==> src/rtl/core/stable_priority_queue_defines.svh <==
// assertion helpers shared by the queue modules
`ifndef STABLE_PRIORITY_QUEUE_DEFINES_SVH
`define STABLE_PRIORITY_QUEUE_DEFINES_SVH

// property that must hold on every clock edge outside reset
`define SPQ_ASSERT(lbl, prop, msg) \
    lbl: assert property (@(posedge aclk) disable iff (!aresetn) (prop)) else $error(msg);

// condition that must be followed by a consequence in the next cycle
`define SPQ_ASSERT_NEXT(lbl, cond, conseq, msg) \
    lbl: assert property (@(posedge aclk) disable iff (!aresetn) \
        (cond) |=> (conseq)) else $error(msg);

`endif

==> src/rtl/core/spq_pkg.sv <==
package spq_pkg;

    // queue geometry
    localparam int CAPACITY   = 16;
    localparam int NUM_LEVELS = 5;
    localparam int CNT_W      = $clog2(CAPACITY + 1);
    localparam int IDENT_W    = 31;
    localparam int LEVEL_W    = 3;
    localparam int FILL_W     = 5;

    localparam logic [LEVEL_W-1:0] LEVEL_MAX = LEVEL_W'(NUM_LEVELS - 1);
    localparam logic [CNT_W-1:0]   CNT_FULL  = CNT_W'(CAPACITY);

    // request kinds
    localparam logic KIND_ENQ = 1'b0;
    localparam logic KIND_DEQ = 1'b1;

    // result status codes
    typedef enum logic [1:0] {
        STAT_DONE  = 2'd0,
        STAT_FULL  = 2'd1,
        STAT_EMPTY = 2'd2
    } spq_status_t;

    typedef struct packed {
        logic                kind;
        logic [LEVEL_W-1:0]  level;
        logic [IDENT_W-1:0]  ident_in;
    } spq_in_t;

    typedef struct packed {
        logic [1:0]          status;
        logic [IDENT_W-1:0]  ident_out;
        logic [LEVEL_W-1:0]  level_out;
        logic                now_empty;
        logic [FILL_W-1:0]   fill;
    } spq_out_t;

    // controller to datapath
    typedef struct packed {
        logic load;
        logic exec;
    } spq_cmd_t;

    // datapath to controller
    typedef struct packed {
        logic empty;
        logic full;
    } spq_sts_t;

    typedef enum logic [1:0] {
        S_IDLE = 2'b01,
        S_EXEC = 2'b10
    } spq_state_t;

endpackage

==> src/rtl/core/spq_datapath.sv <==
`include "stable_priority_queue_defines.svh"

module spq_datapath
    import spq_pkg::*;
(
    input  logic     aclk,
    input  logic     aresetn,
    input  spq_in_t  s_data,
    input  spq_cmd_t cmd,
    output spq_sts_t sts,
    output spq_out_t m_data
);

    spq_in_t              in_reg;
    spq_out_t             out_reg;
    spq_out_t             out_next;
    logic [CNT_W-1:0]     count_reg;
    logic [CNT_W-1:0]     count_next;
    logic [IDENT_W-1:0]   slot_ident [CAPACITY];
    logic [LEVEL_W-1:0]   slot_level [CAPACITY];
    logic [LEVEL_W-1:0]   lvl_sat;
    logic [CAPACITY-1:0]  gt;
    logic [CAPACITY-1:0]  prev_gt;
    logic                 do_enq;
    logic                 do_deq;

    // captured request
    always_ff @(posedge aclk) begin
        if (cmd.load) begin
            in_reg <= s_data;
        end
    end

    assign sts.empty = (count_reg == '0);
    assign sts.full  = (count_reg == CNT_FULL);

    assign do_enq = cmd.exec && (in_reg.kind == KIND_ENQ) && !sts.full;
    assign do_deq = cmd.exec && (in_reg.kind == KIND_DEQ) && !sts.empty;

    // saturate the level to the highest defined one
    assign lvl_sat = (in_reg.level > LEVEL_MAX) ? LEVEL_MAX : in_reg.level;

    // per cell: the entry here goes behind the new one (or the cell is free)
    always_comb begin
        for (int i = 0; i < CAPACITY; i++) begin
            gt[i] = (CNT_W'(i) >= count_reg) || (slot_level[i] > lvl_sat);
        end
    end

    assign prev_gt = {gt[CAPACITY-2:0], 1'b0};

    // row of cells: keep, take the new entry, shift up on insert, shift down on removal
    for (genvar g = 0; g < CAPACITY; g++) begin : g_cell
        logic [IDENT_W-1:0] below_ident;
        logic [LEVEL_W-1:0] below_level;
        logic [IDENT_W-1:0] above_ident;
        logic [LEVEL_W-1:0] above_level;

        if (g == 0) begin : g_first
            assign below_ident = '0;
            assign below_level = '0;
        end else begin : g_rest
            assign below_ident = slot_ident[g-1];
            assign below_level = slot_level[g-1];
        end

        if (g == CAPACITY - 1) begin : g_last
            assign above_ident = slot_ident[g];
            assign above_level = slot_level[g];
        end else begin : g_inner
            assign above_ident = slot_ident[g+1];
            assign above_level = slot_level[g+1];
        end

        always_ff @(posedge aclk) begin
            if (do_enq) begin
                if (gt[g] && !prev_gt[g]) begin
                    slot_ident[g] <= in_reg.ident_in;
                    slot_level[g] <= lvl_sat;
                end else if (prev_gt[g]) begin
                    slot_ident[g] <= below_ident;
                    slot_level[g] <= below_level;
                end
            end else if (do_deq) begin
                slot_ident[g] <= above_ident;
                slot_level[g] <= above_level;
            end
        end
    end

    // fill count
    always_comb begin
        count_next = count_reg;
        if (do_enq) begin
            count_next = count_reg + CNT_W'(1);
        end else if (do_deq) begin
            count_next = count_reg - CNT_W'(1);
        end
    end

    always_ff @(posedge aclk) begin
        if (!aresetn) begin
            count_reg <= '0;
        end else begin
            count_reg <= count_next;
        end
    end

    // result word
    always_comb begin
        out_next.status    = STAT_DONE;
        out_next.ident_out = '0;
        out_next.level_out = '0;
        if (in_reg.kind == KIND_ENQ) begin
            if (sts.full) begin
                out_next.status = STAT_FULL;
            end
        end else begin
            if (sts.empty) begin
                out_next.status = STAT_EMPTY;
            end else begin
                out_next.ident_out = slot_ident[0];
                out_next.level_out = slot_level[0];
            end
        end
        out_next.now_empty = (count_next == '0);
        out_next.fill      = FILL_W'(count_next);
    end

    always_ff @(posedge aclk) begin
        if (cmd.exec) begin
            out_reg <= out_next;
        end
    end

    assign m_data = out_reg;

    `SPQ_ASSERT(a_count_bound, count_reg <= CNT_FULL, "fill count above capacity")
    `SPQ_ASSERT_NEXT(a_enq_grows, do_enq, count_reg == $past(count_reg) + CNT_W'(1),
        "accepted enqueue did not grow the queue")
    `SPQ_ASSERT_NEXT(a_deq_shrinks, do_deq, count_reg == $past(count_reg) - CNT_W'(1),
        "accepted dequeue did not shrink the queue")

endmodule

==> src/rtl/core/spq_ctrl.sv <==
`include "stable_priority_queue_defines.svh"

module spq_ctrl
    import spq_pkg::*;
(
    input  logic     aclk,
    input  logic     aresetn,
    input  logic     s_valid,
    output logic     s_ready,
    output logic     m_valid,
    input  logic     m_ready,
    input  spq_sts_t sts,
    output spq_cmd_t cmd
);

    spq_state_t state_reg;
    spq_state_t state_next;
    logic       m_valid_reg;
    logic       m_valid_next;
    logic       out_free;

    // result slot can take a new word this cycle
    assign out_free = !m_valid_reg || m_ready;

    assign s_ready  = (state_reg == S_IDLE);
    assign cmd.load = s_valid && s_ready;
    assign cmd.exec = (state_reg == S_EXEC) && out_free;

    // sequencing
    always_comb begin
        state_next = state_reg;
        case (state_reg)
            S_IDLE: begin
                if (cmd.load) begin
                    state_next = S_EXEC;
                end
            end
            S_EXEC: begin
                if (out_free) begin
                    state_next = S_IDLE;
                end
            end
            default: begin
                state_next = S_IDLE;
            end
        endcase
    end

    // result valid
    always_comb begin
        m_valid_next = m_valid_reg;
        if (cmd.exec) begin
            m_valid_next = 1'b1;
        end else if (m_ready) begin
            m_valid_next = 1'b0;
        end
    end

    always_ff @(posedge aclk) begin
        if (!aresetn) begin
            state_reg   <= S_IDLE;
            m_valid_reg <= 1'b0;
        end else begin
            state_reg   <= state_next;
            m_valid_reg <= m_valid_next;
        end
    end

    assign m_valid = m_valid_reg;

    `SPQ_ASSERT(a_no_overwrite, !(cmd.exec && m_valid_reg && !m_ready),
        "result overwritten before it was taken")
    `SPQ_ASSERT_NEXT(a_exec_shows, cmd.exec, m_valid_reg, "executed request gave no result")
    `SPQ_ASSERT(a_status_sane, !(sts.empty && sts.full), "queue flagged empty and full at once")

endmodule

==> src/rtl/core/stable_priority_queue.sv <==
// Stable priority queue of up to CAPACITY entries (identifier and level).
// Input channel s_valid/s_ready/s_data carries one request: kind 0 enqueues
// ident_in at level (levels above NUM_LEVELS-1 are clamped), kind 1 dequeues
// the front entry. A smaller level leaves first; equal levels leave in order
// of arrival. Every request gives exactly one result on m_valid/m_ready/m_data
// with a status (done, full on enqueue, empty on dequeue), the dequeued entry
// (zero otherwise), an empty flag and the fill count after the request.
// A request accepted in S_IDLE is executed in S_EXEC once the result register
// is free; the result is registered and m_valid rises with it.
// A new request is not taken until the previous one has been executed; the
// entries sit in a row of cells that keep, shift or insert together when the
// request executes.
// A new request is taken while the previous result still waits for m_ready;
// if the receiver stalls, execution of that request waits until the result
// register is free, and s_ready stays low meanwhile.
// Reset (aresetn low, synchronous) empties the queue and drops any pending
// result; no clearing pass is needed.
module stable_priority_queue
    import spq_pkg::*;
(
    input  logic     aclk,
    input  logic     aresetn,
    input  logic     s_valid,
    output logic     s_ready,
    input  spq_in_t  s_data,
    output logic     m_valid,
    input  logic     m_ready,
    output spq_out_t m_data
);

    spq_cmd_t cmd;
    spq_sts_t sts;

    spq_ctrl u_ctrl (
        .aclk    (aclk),
        .aresetn (aresetn),
        .s_valid (s_valid),
        .s_ready (s_ready),
        .m_valid (m_valid),
        .m_ready (m_ready),
        .sts     (sts),
        .cmd     (cmd)
    );

    spq_datapath u_datapath (
        .aclk    (aclk),
        .aresetn (aresetn),
        .s_data  (s_data),
        .cmd     (cmd),
        .sts     (sts),
        .m_data  (m_data)
    );

endmodule
==> config.mk <==
export PLATFORM = sky130hd
export DESIGN_NAME = stable_priority_queue
export DESIGN_NICKNAME = d
export VERILOG_FILES = /design/src/rtl/core/spq_pkg.sv /design/src/rtl/core/spq_datapath.sv /design/src/rtl/core/spq_ctrl.sv /design/src/rtl/core/stable_priority_queue.sv
export VERILOG_INCLUDE_DIRS = /design/src /design/src/rtl/core
export SDC_FILE = /design/constraint.sdc
export NUM_CORES = 1
export LEC_CHECK = 0
export BUFFER_PORTS_ARGS = -buffer_cell sky130_fd_sc_hd__buf_4
export CAP_MARGIN = 20
export CORE_MARGIN = 1
export CORE_UTILIZATION = 60
export CTS_BUF_LIST = sky130_fd_sc_hd__clkbuf_8 sky130_fd_sc_hd__clkbuf_16
export CTS_CLUSTER_SIZE = 25
export DETAILED_ROUTE_END_ITERATION = 6
export PLACE_DENSITY = 0.73
export SYNTH_ARGS = -nofsm -noshare
export SYNTH_HDL_FRONTEND = slang
export SYNTH_SLANG_ARGS = --single-unit
==> constraint.sdc <==
create_clock -name aclk -period 5.4 [get_ports aclk]
set_clock_uncertainty 0.15 [all_clocks]
set_input_delay 0 -clock aclk [delete_from_list [all_inputs] [get_ports aclk]]
set_output_delay 0 -clock aclk [all_outputs]
set_load 0.05 [all_outputs]
# Yosys cells after proc, flatten, opt, wreduce, memory -nomap -nowiden
# Memory sizes are Yosys's and may differ from the RTL's.
# Cells that the tools add are included.
# W data, S select, Z words.
[word_totals]
regBits = 85
latchBits = 0
ram_bits = 544
romBits = 0
output_inout_bits = 44
wordCells = 360
mem_count = 2
[classes]
n_addsub = 2
multipliers = 0
div_mod_pow = 0
magnitude_cmp = 33
n_eq_ne = 5
n_shift = 0
n_mux = 183
n_bitwise = 63
n_reduce_logical = 61
[mem_list]
columns = ["name", "depth", "word_bits", "rd", "rd_ports_with_merged_regs", "wr", "line", "text"]
rows = [
  ["u_datapath.slot_ident", 16, 31, 16, 0, 16, "spq_datapath.sv:19", "logic [IDENT_W-1:0] slot_ident [CAPACITY];"],
  ["u_datapath.slot_level", 16, 3, 16, 0, 16, "spq_datapath.sv:20", "logic [LEVEL_W-1:0] slot_level [CAPACITY];"],
]
[ops]
columns = ["op", "count"]
rows = [
  ["$mux W31", 31],
  ["$mux W1", 113],
  ["$mux W3", 32],
  ["$or A1 B1 Y1", 62],
  ["$gt A3 B3 Y1", 16],
  ["$ge A4 B5 Y1 const A", 8],
  ["$logic_and A1 B1 Y1", 21],
  ["$ge A3 B5 Y1 const A", 4],
  ["$logic_not A1 Y1", 18],
  ["$logic_or A1 B1 Y1", 17],
  ["$ge A1 B5 Y1 const A", 2],
  ["$ge A2 B5 Y1 const A", 2],
  ["$logic_not A5 Y1", 2],
  ["$mux W5", 2],
  ["$mux W2", 4],
  ["$add A5 B1 Y5 const B", 1],
  ["$eq A5 B5 Y1 const B", 1],
  ["$sub A5 B1 Y5 const B", 1],
  ["$pmux W2 S2", 1],
  ["$gt A3 B3 Y1 const B", 1],
  ["$eq A2 B1 Y1 const B", 1],
  ["$eq A2 B2 Y1 const B", 1],
  ["$ne A2 B1 Y1 const B", 1],
  ["$ne A2 B2 Y1 const B", 1],
  ["4 further kinds", 4],
]

# Depth between registers and ports, before layout
# Gate-level depths: netlist of run 1.
[logic_depth]
ltp_word = 11
mapped_depth = 11
mapped_depth_nobuf = 9

# Modules after synthesis
# A second synthesis of run 1 with hierarchy kept.
[unflattened]
hier_cells = 2662
hier_area_um2 = 31519.0
[modules_own_cells]
columns = ["mod", "n_inst", "cells_each", "area_each_um2", "seq_area_each_um2"]
rows = [
  ["spq_datapath", 1, 2649, 31385.1, 18748.0],
  ["spq_ctrl", 1, 13, 133.9, 60.1],
]

# Worst setup path after synthesis of run 1
# OpenSTA, ideal clock, no wires.
[synth_path]
path_type = "register to register"
startpoint = "register u_datapath.in_reg[33] in the netlist's numbering"
endpoint = "memory u_datapath.slot_ident[14][0] (enable)"
setup_time_ps = 397
arrival_ps = 3369
required_time_ps = 4853
slack_ps = 1484
stages_incl_launch_ff = 11
path_buffers = 1
synth_period_minus_slack_ps = 3916
cell_sequence = "edfxtp_1 > inv_1 > nand2_1 > inv_1 > ha_1 > nand3_1 > o21ai_0 > o22ai_1 > clkbuf_1 > nand2_1 > nand3_1"
[synth_rtl]
columns = ["item", "line", "text"]
rows = [
  ["from (decl)", "spq_datapath.sv:14", "spq_in_t in_reg;"],
  ["from (signal assigned)", "spq_datapath.sv:30", "in_reg <= s_data;"],
  ["to (decl)", "spq_datapath.sv:19", ""],
]

==> impl_metrics.csv, run 1 <==
group,metric,value,unit
placed_design,port_buffers,82,
setup_path,critical_path.max_fanout,35,
routing,drtPass1Iterations,6,
setup_path,max_stage_delay,0.57,ns
yosys,synth_edf_count,621,
floorplan,die_h,229,um
grt,grt_pass1_vias,21200,
setup_path,worstReg2RegStart,"u_datapath.in_reg[33]",
routing,drc,0,
routing,vias,22600,
yosys,synth_cell_types,56,
final_layout,largest_reg_flops,496,
floorplan,ios,83,
setup_path,worstPathRequired,5.52,ns
sta,setup_tns,0,ns
sta,slew_violations,0,
final_layout,final_nets,2874,
power,power_leakage,10.8,nW
setup_path,arrival,4.17,ns
grt,grt_max_degree,231,
grt,grt_first_pass_wirelength,120,mm
sta,min_period_over_period,74.9,%
clock_network,cts_sinks,629,
clock_network,cts_resized,0,
sta,period_needed,4.04,ns
yosys,yosysTopAreaCellShare,60.5,%
grt,globalRouteOverflowTotal,0,
sta,hold_viol,0,
routing,drt-vias-per-instance,6.45,
clock_network,root_buffer,"clkbuf_16",
yosys,syn_inst,2758,
setup_path,endpoint,"u_datapath.slot_ident[11][15]",
setup_path,r2r_setup_slack,1.36,ns
placed_design,dp_hpwl,49.4,mm
clock_network,clk_pin_slew,0.06,ns
sta,relSlewSlack,25.1,%
floorplan,initial_utilization,61.2,%
setup_path,crit_top_cell,"buf_4",
final_layout,final_layout_size_suffix_gt1_share,11.6,%
setup_path,worstSetupStartpoint,"u_datapath.in_reg[33]",
routing,wirelength,74.2,mm
yosys,yosysTopAreaCell,"edfxtp_1",
clock_network,post_cts_buffers,0,
floorplan,core_region_area,50400,um2
yosys,ys_seq_area_share,61.0,%
floorplan,die_x,229,um
grt,antenna_found_initial,0,
outcome,status,"completed",
setup_path,ff2ff_path_depth,12,
yosys,synth_area,30800,um2
clock_network,h-tree-depth,3,
sta,fmax,247,MHz
yosys,synth_nets,2850,
grt,grt_usage,28.6,%
yosys,synthTopCellsByArea,"edfxtp_1 (60%), o211ai_1 (10%), nand2_1 (8.1%), nand3_1 (6.8%), mux2_2 (2.3%)",
setup_path,slowest_stage,"inv_1",
sta,finalSetupViolCount,0,
yosys,synth_area_per_cell,11.2,um2
floorplan,die_area,52300,um2
run,drv_cap,0,
power,powerDensity,308,nW/um2
setup_path,critical_path.endpoint_type,"register",
yosys,synth-seq-cells,629,
yosys,ys_warn_count,0,
routing,wl_per_cell,21.2,um
clock_network,cts_buffer_depth,3,
clock_network,clk_latency,0.62,ns
clock_network,cts_tree,"yes",
final_layout,final_cell_mix,"nand2_1 (663), edfxtp_1 (621), o211ai_1 (418)",
sta,worst_pin_slew,1.12,ns
routing,initialDrtViolationCount,3045,
setup_path,r2r-end,"u_datapath.slot_ident[11][15]",
final_layout,num-fill-cells,3676,
final_layout,layout_commonest_cell,"nand2_1",
yosys,synth_flop_cell,"edfxtp_1",
clock_network,cts-buffers-inserted,68,
floorplan,rows,82,
hold_path,min_path_type,"in -> reg",
yosys,synth-async-reset-ratio,0,%
placed_design,gp_congestion,0.860,
routing,postRouteAntennaNets,0,
setup_path,start_kind,"register",
sta,grt_setup_unrepaired,"false",
final_layout,syn2layout_area_growth,12.1,%
final_layout,top_register,"u_datapath.slot_ident",
sta,whs,0.0805,ns
power,ir_worst_vdd,277,uV
setup_path,setup.worst_path.class,"reg -> reg",
setup_path,crit_chain,"inv_1 > buf_4 > nand2_1 > inv_1 > ha_1 > nand3_1 > o21ai_0 > o221ai_2 > buf_4 > nand2_1 > nand3_1 > buf_4",
[routing by layer]
layer  vias up  track usage (%)  part of all wire, %
li1      10400                -                    -
met1     10900             45.8                   46
met2      1224             39.6                   42
met5         -                0                    0
met4         0             6.86                  1.3
met3        79             5.73                   11
[cell type report]
class	count	area (um2)	area share (%)
inverter	39	146	0.424
timing repair buffer	213	1930	5.59
antenna	1	2.50	0.00724
multi-input combinational	1831	10700	31.0
clock inverter	47	380	1.10
tap	672	841	2.43
sequential	629	18800	54.4
clock buffer	69	1730	5.00
[logic make-up (layout without fill, tap and decap cells)]
| kind of cell | after synthesis | in the layout | synth area share, % |
|---|---|---|---|
| simple gates | 1179 | 1179 | 17.0 |
| flops | 629 | 629 | 61.0 |
| compound gates | 521 | 521 | 12.7 |
| buf+inv | 298 | 368 | 4.39 |
| mux | 73 | 73 | 2.63 |
| fa+ha+maj | 53 | 53 | 2.15 |
| xor+xnor | 5 | 5 | 0.142 |
| other cells | 0 | 1 | 0 |
[synthesized netlist by cell type, drive strengths merged (9+ instances only)]
cell type	n
ha	53
nand2	664
clkbuf	110
mux2i	9
buf	149
a21oi	18
a211oi	12
edfxtp	621
and2	53
o21ai	22
nor2	11
nand3	417
o221ai	14
inv	39
o211ai	418
mux2	64
a221o	13
[worst max-delay path: cells and delay by family, from the launching register on]
family / cells / cell delay, ns
compound gates: 2 / 0.27
flops: 1 / 0.42
fa+ha+maj: 1 / 0.34
simple gates: 4 / 0.82
buf+inv: 5 / 1.67
[stage by stage]
| step | power (W) | setup slack (ns) | cells | utilization [%] | cell area, um2 |
|---|---|---|---|---|---|
| after floorplan | 0.00602 | 1.48 | 2758 | - | 30800 |
| after global placement | 0.00615 | 1.36 | 3305 | 62.6 | 31600 |
| after detailed placement | 0.00619 | 1.39 | 3310 | 62.9 | 31700 |
| after CTS | 0.0107 | 1.38 | 3498 | 68.5 | 34500 |
| after global routing | 0.0110 | 1.06 | 3500 | 68.6 | 34600 |
| final | 0.0106 | 1.36 | 3501 | 68.6 | 34600 |
[worst min path at each step]
stage / startpoint / to / slack, ns / depth (start not counted)
3_3_place_gp: s_data[8] / u_datapath.in_reg[8] / 0.03 / 1
3_5_place_dp: s_data[23] / u_datapath.in_reg[23] / 0.03 / 1
4_1_cts: aresetn / u_datapath.count_reg[0] / 0.05 / 3
6_report: aresetn / u_datapath.count_reg[0] / 0.08 / 3
2_1_floorplan: s_data[0] / u_datapath.in_reg[0] / -0.05 / 0
5_1_grt: aresetn / u_datapath.count_reg[1] / 0.12 / 3
[power breakdown]
part           total, W  leakage, nW  internal [W]  switching (W)
clock network   0.00450         1.09       0.00260        0.00189
registers       0.00556         5.66       0.00549      0.0000695
logic          0.000576         4.02      0.000251       0.000325
total            0.0106         10.8       0.00835        0.00229
[repair_timing]
item,CTS,global route
hold endpoints to repair,43,0
hold buffers,72,0
endpoints found under the setup margin,0,0
(Power assumes the default switching activity.)
==> inputs of run 2 (changes only) <==
--- a/config.mk
+++ b/config.mk
@@ -9,7 +9,7 @@
 export BUFFER_PORTS_ARGS = -buffer_cell sky130_fd_sc_hd__buf_4
 export CAP_MARGIN = 20
 export CORE_MARGIN = 1
-export CORE_UTILIZATION = 60
+export CORE_UTILIZATION = 57
 export CTS_BUF_LIST = sky130_fd_sc_hd__clkbuf_8 sky130_fd_sc_hd__clkbuf_16
 export CTS_CLUSTER_SIZE = 25
 export DETAILED_ROUTE_END_ITERATION = 6
==> constraint.sdc (replaced) <==
create_clock -name aclk -period 3.5 [get_ports aclk]
set_clock_uncertainty 0.15 [all_clocks]
set_input_delay 0 -clock aclk [delete_from_list [all_inputs] [get_ports aclk]]
set_output_delay 0 -clock aclk [all_outputs]
set_load 0.05 [all_outputs]
==> run 2 against run 1 <==
Compared with the run above: sequential power increased by 54%; utilization decreased by 2.3 points; setup slack got worse by 1.1 ns; critical path depth fell by 5; largest cell class unchanged; cell count rose by 2.2%; maximum frequency grew 23%; sequential share of layout area is 0.91 points lower; non-clock buffer count is 63 higher; total power rose by 51%; worst hold slack improved by 0.013 ns; flip-flop and latch count is the same.
==> impl_metrics.csv, run 2 (synthesis gave the netlist of run 1 again) <==
group,metric,value,unit
outcome,status,"completed",
grt,grt_max_degree,128,
final_layout,top_register,"u_datapath.slot_ident",
routing,initialDrtViolationCount,3151,
sta,relSlewSlack,37.3,%
setup_path,worstReg2RegStart,"u_datapath.count_reg[1]",
clock_network,cts-buffers-inserted,66,
hold_path,min_path_type,"in -> reg",
final_layout,final_cell_mix,"nand2_1 (662), edfxtp_1 (621), o211ai_1 (418)",
clock_network,root_buffer,"clkbuf_16",
floorplan,die_x,235,um
routing,drt-vias-per-instance,6.34,
grt,antenna_found_initial,1,
run,drv_cap,0,
sta,period_needed,3.29,ns
grt,grt_usage,26.9,%
sta,slew_violations,0,
floorplan,die_area,55000,um2
setup_path,critical_path.max_fanout,25,
sta,setup_tns,0,ns
sta,finalSetupViolCount,0,
placed_design,dp_hpwl,50.1,mm
sta,min_period_over_period,94.0,%
final_layout,num_antenna_cells,0,
setup_path,arrival,3.42,ns
placed_design,placed_cell_area,32400,um2
grt,grt_pass1_vias,21700,
final_layout,final_layout_size_suffix_gt1_share,13.4,%
setup_path,worstPathRequired,3.63,ns
final_layout,layout_commonest_cell,"nand2_1",
routing,wirelength,72.8,mm
hold_path,worst_hold_startpoint,"aresetn",
floorplan,ios,83,
power,power_leakage,11.1,nW
clock_network,cts_buffer_depth,3,
routing,postRouteAntennaNets,0,
placed_design,gp_congestion,0.882,
power,p_total,0.0160,W
clock_network,clk_pin_slew,0.06,ns
sta,grt_setup_unrepaired,"false",
power,ir_worst_vdd,404,uV
final_layout,fin_area,35100,um2
floorplan,initial_utilization,58.2,%
clock_network,cts_sinks,629,
final_layout,utilization,66.3,%
clock_network,h-tree-depth,3,
floorplan,die_h,235,um
clock_network,clk_latency,0.59,ns
routing,drc,0,
grt,globalRouteOverflowTotal,0,
floorplan,rows,84,
setup_path,critical_path.endpoint_type,"register",
setup_path,setup.worst_path.class,"reg -> reg",
sta,hold_viol,0,
clock_network,cts_tree,"yes",
final_layout,largest_reg_flops,496,
routing,vias,22700,
power,powerDensity,456,nW/um2
placed_design,port_buffers,82,
final_layout,syn2layout_area_growth,14.0,%
floorplan,core_region_area,53000,um2
sta,fmax,304,MHz
setup_path,worstSetupStartpoint,"u_datapath.count_reg[1]",
sta,worst_pin_slew,0.941,ns
routing,drtPass1Iterations,7,
routing,wl_per_cell,20.4,um
setup_path,start_kind,"register",
final_layout,final_nets,2935,
grt,grt_first_pass_wirelength,118,mm
[run 2: changes by cell type in the layout (fill, tap and decap cells not counted), sizes merged]
cell / delta
inv: +1
diode: -1
bufinv: -4
clkinv: +1
buf: +63
[run 2: final timing paths]
path / endpoint / slack, ns / cells after the start
max: u_datapath.slot_level[6][3] / 0.21 / 7
min: u_datapath.count_reg[2] / 0.09 / 3
max reg2reg: u_datapath.slot_level[6][3] / 0.21 / 7
min reg2reg: u_datapath.slot_ident[0][10] / 0.39 / 2
[run 2: cell type report]
type,count,area [um2]
Timing Repair Buffer,276,2580
Fill cell,3962,17800
Clock inverter,45,240
Clock buffer,69,1730
Tap cell,688,861
Inverter,39,146
Multi-Input combinational cell,1831,10800
Sequential cell,629,18800
[run 2: stage by stage]
step	hold slack (ns)	setup WS (ns)	instances
2_1_floorplan	-0.0511	-0.310	2758
3_3_place_gp	0.0285	0.359	3391
3_5_place_dp	0.0294	0.245	3391
4_1_cts	0.0764	0.217	3577
5_1_grt	0.115	0.0292	3577
6_report	0.0936	0.211	3577
[run 2: where the power goes]
group	internal [W]	switching (W)	total [W]	leakage (nW)
logic	0.000431	0.000513	0.000944	4.42
clock network	0.00369	0.00283	0.00652	1.03
registers	0.00847	0.000103	0.00857	5.66
[run 2: metal layers]
layer	track usage [%]	vias to the layer above	routed length (um)
li1	-	10500	-
met1	41.3	10800	31900
met2	39.3	1279	31600
met3	5.43	97	8240
met4	6.25	0	1030
met5	0	-	0
[run 2: worst max-delay path, cell delays in order, from the launching register on]
cell and delay [ns]:
dfxtp_1 0.55, inv_1 0.18, ha_1 0.28, nor4b_4 0.19, or4_4 0.59, buf_4 0.27
nand2_1 0.55, o221ai_1 0.23
[run 2: timing repair]
item	in CTS	in global routing
resized for setup	0	1
setup endpoints to repair	0	14
hold endpoints to repair	45	0
hold buffers	72	0
buffers inserted	0	0
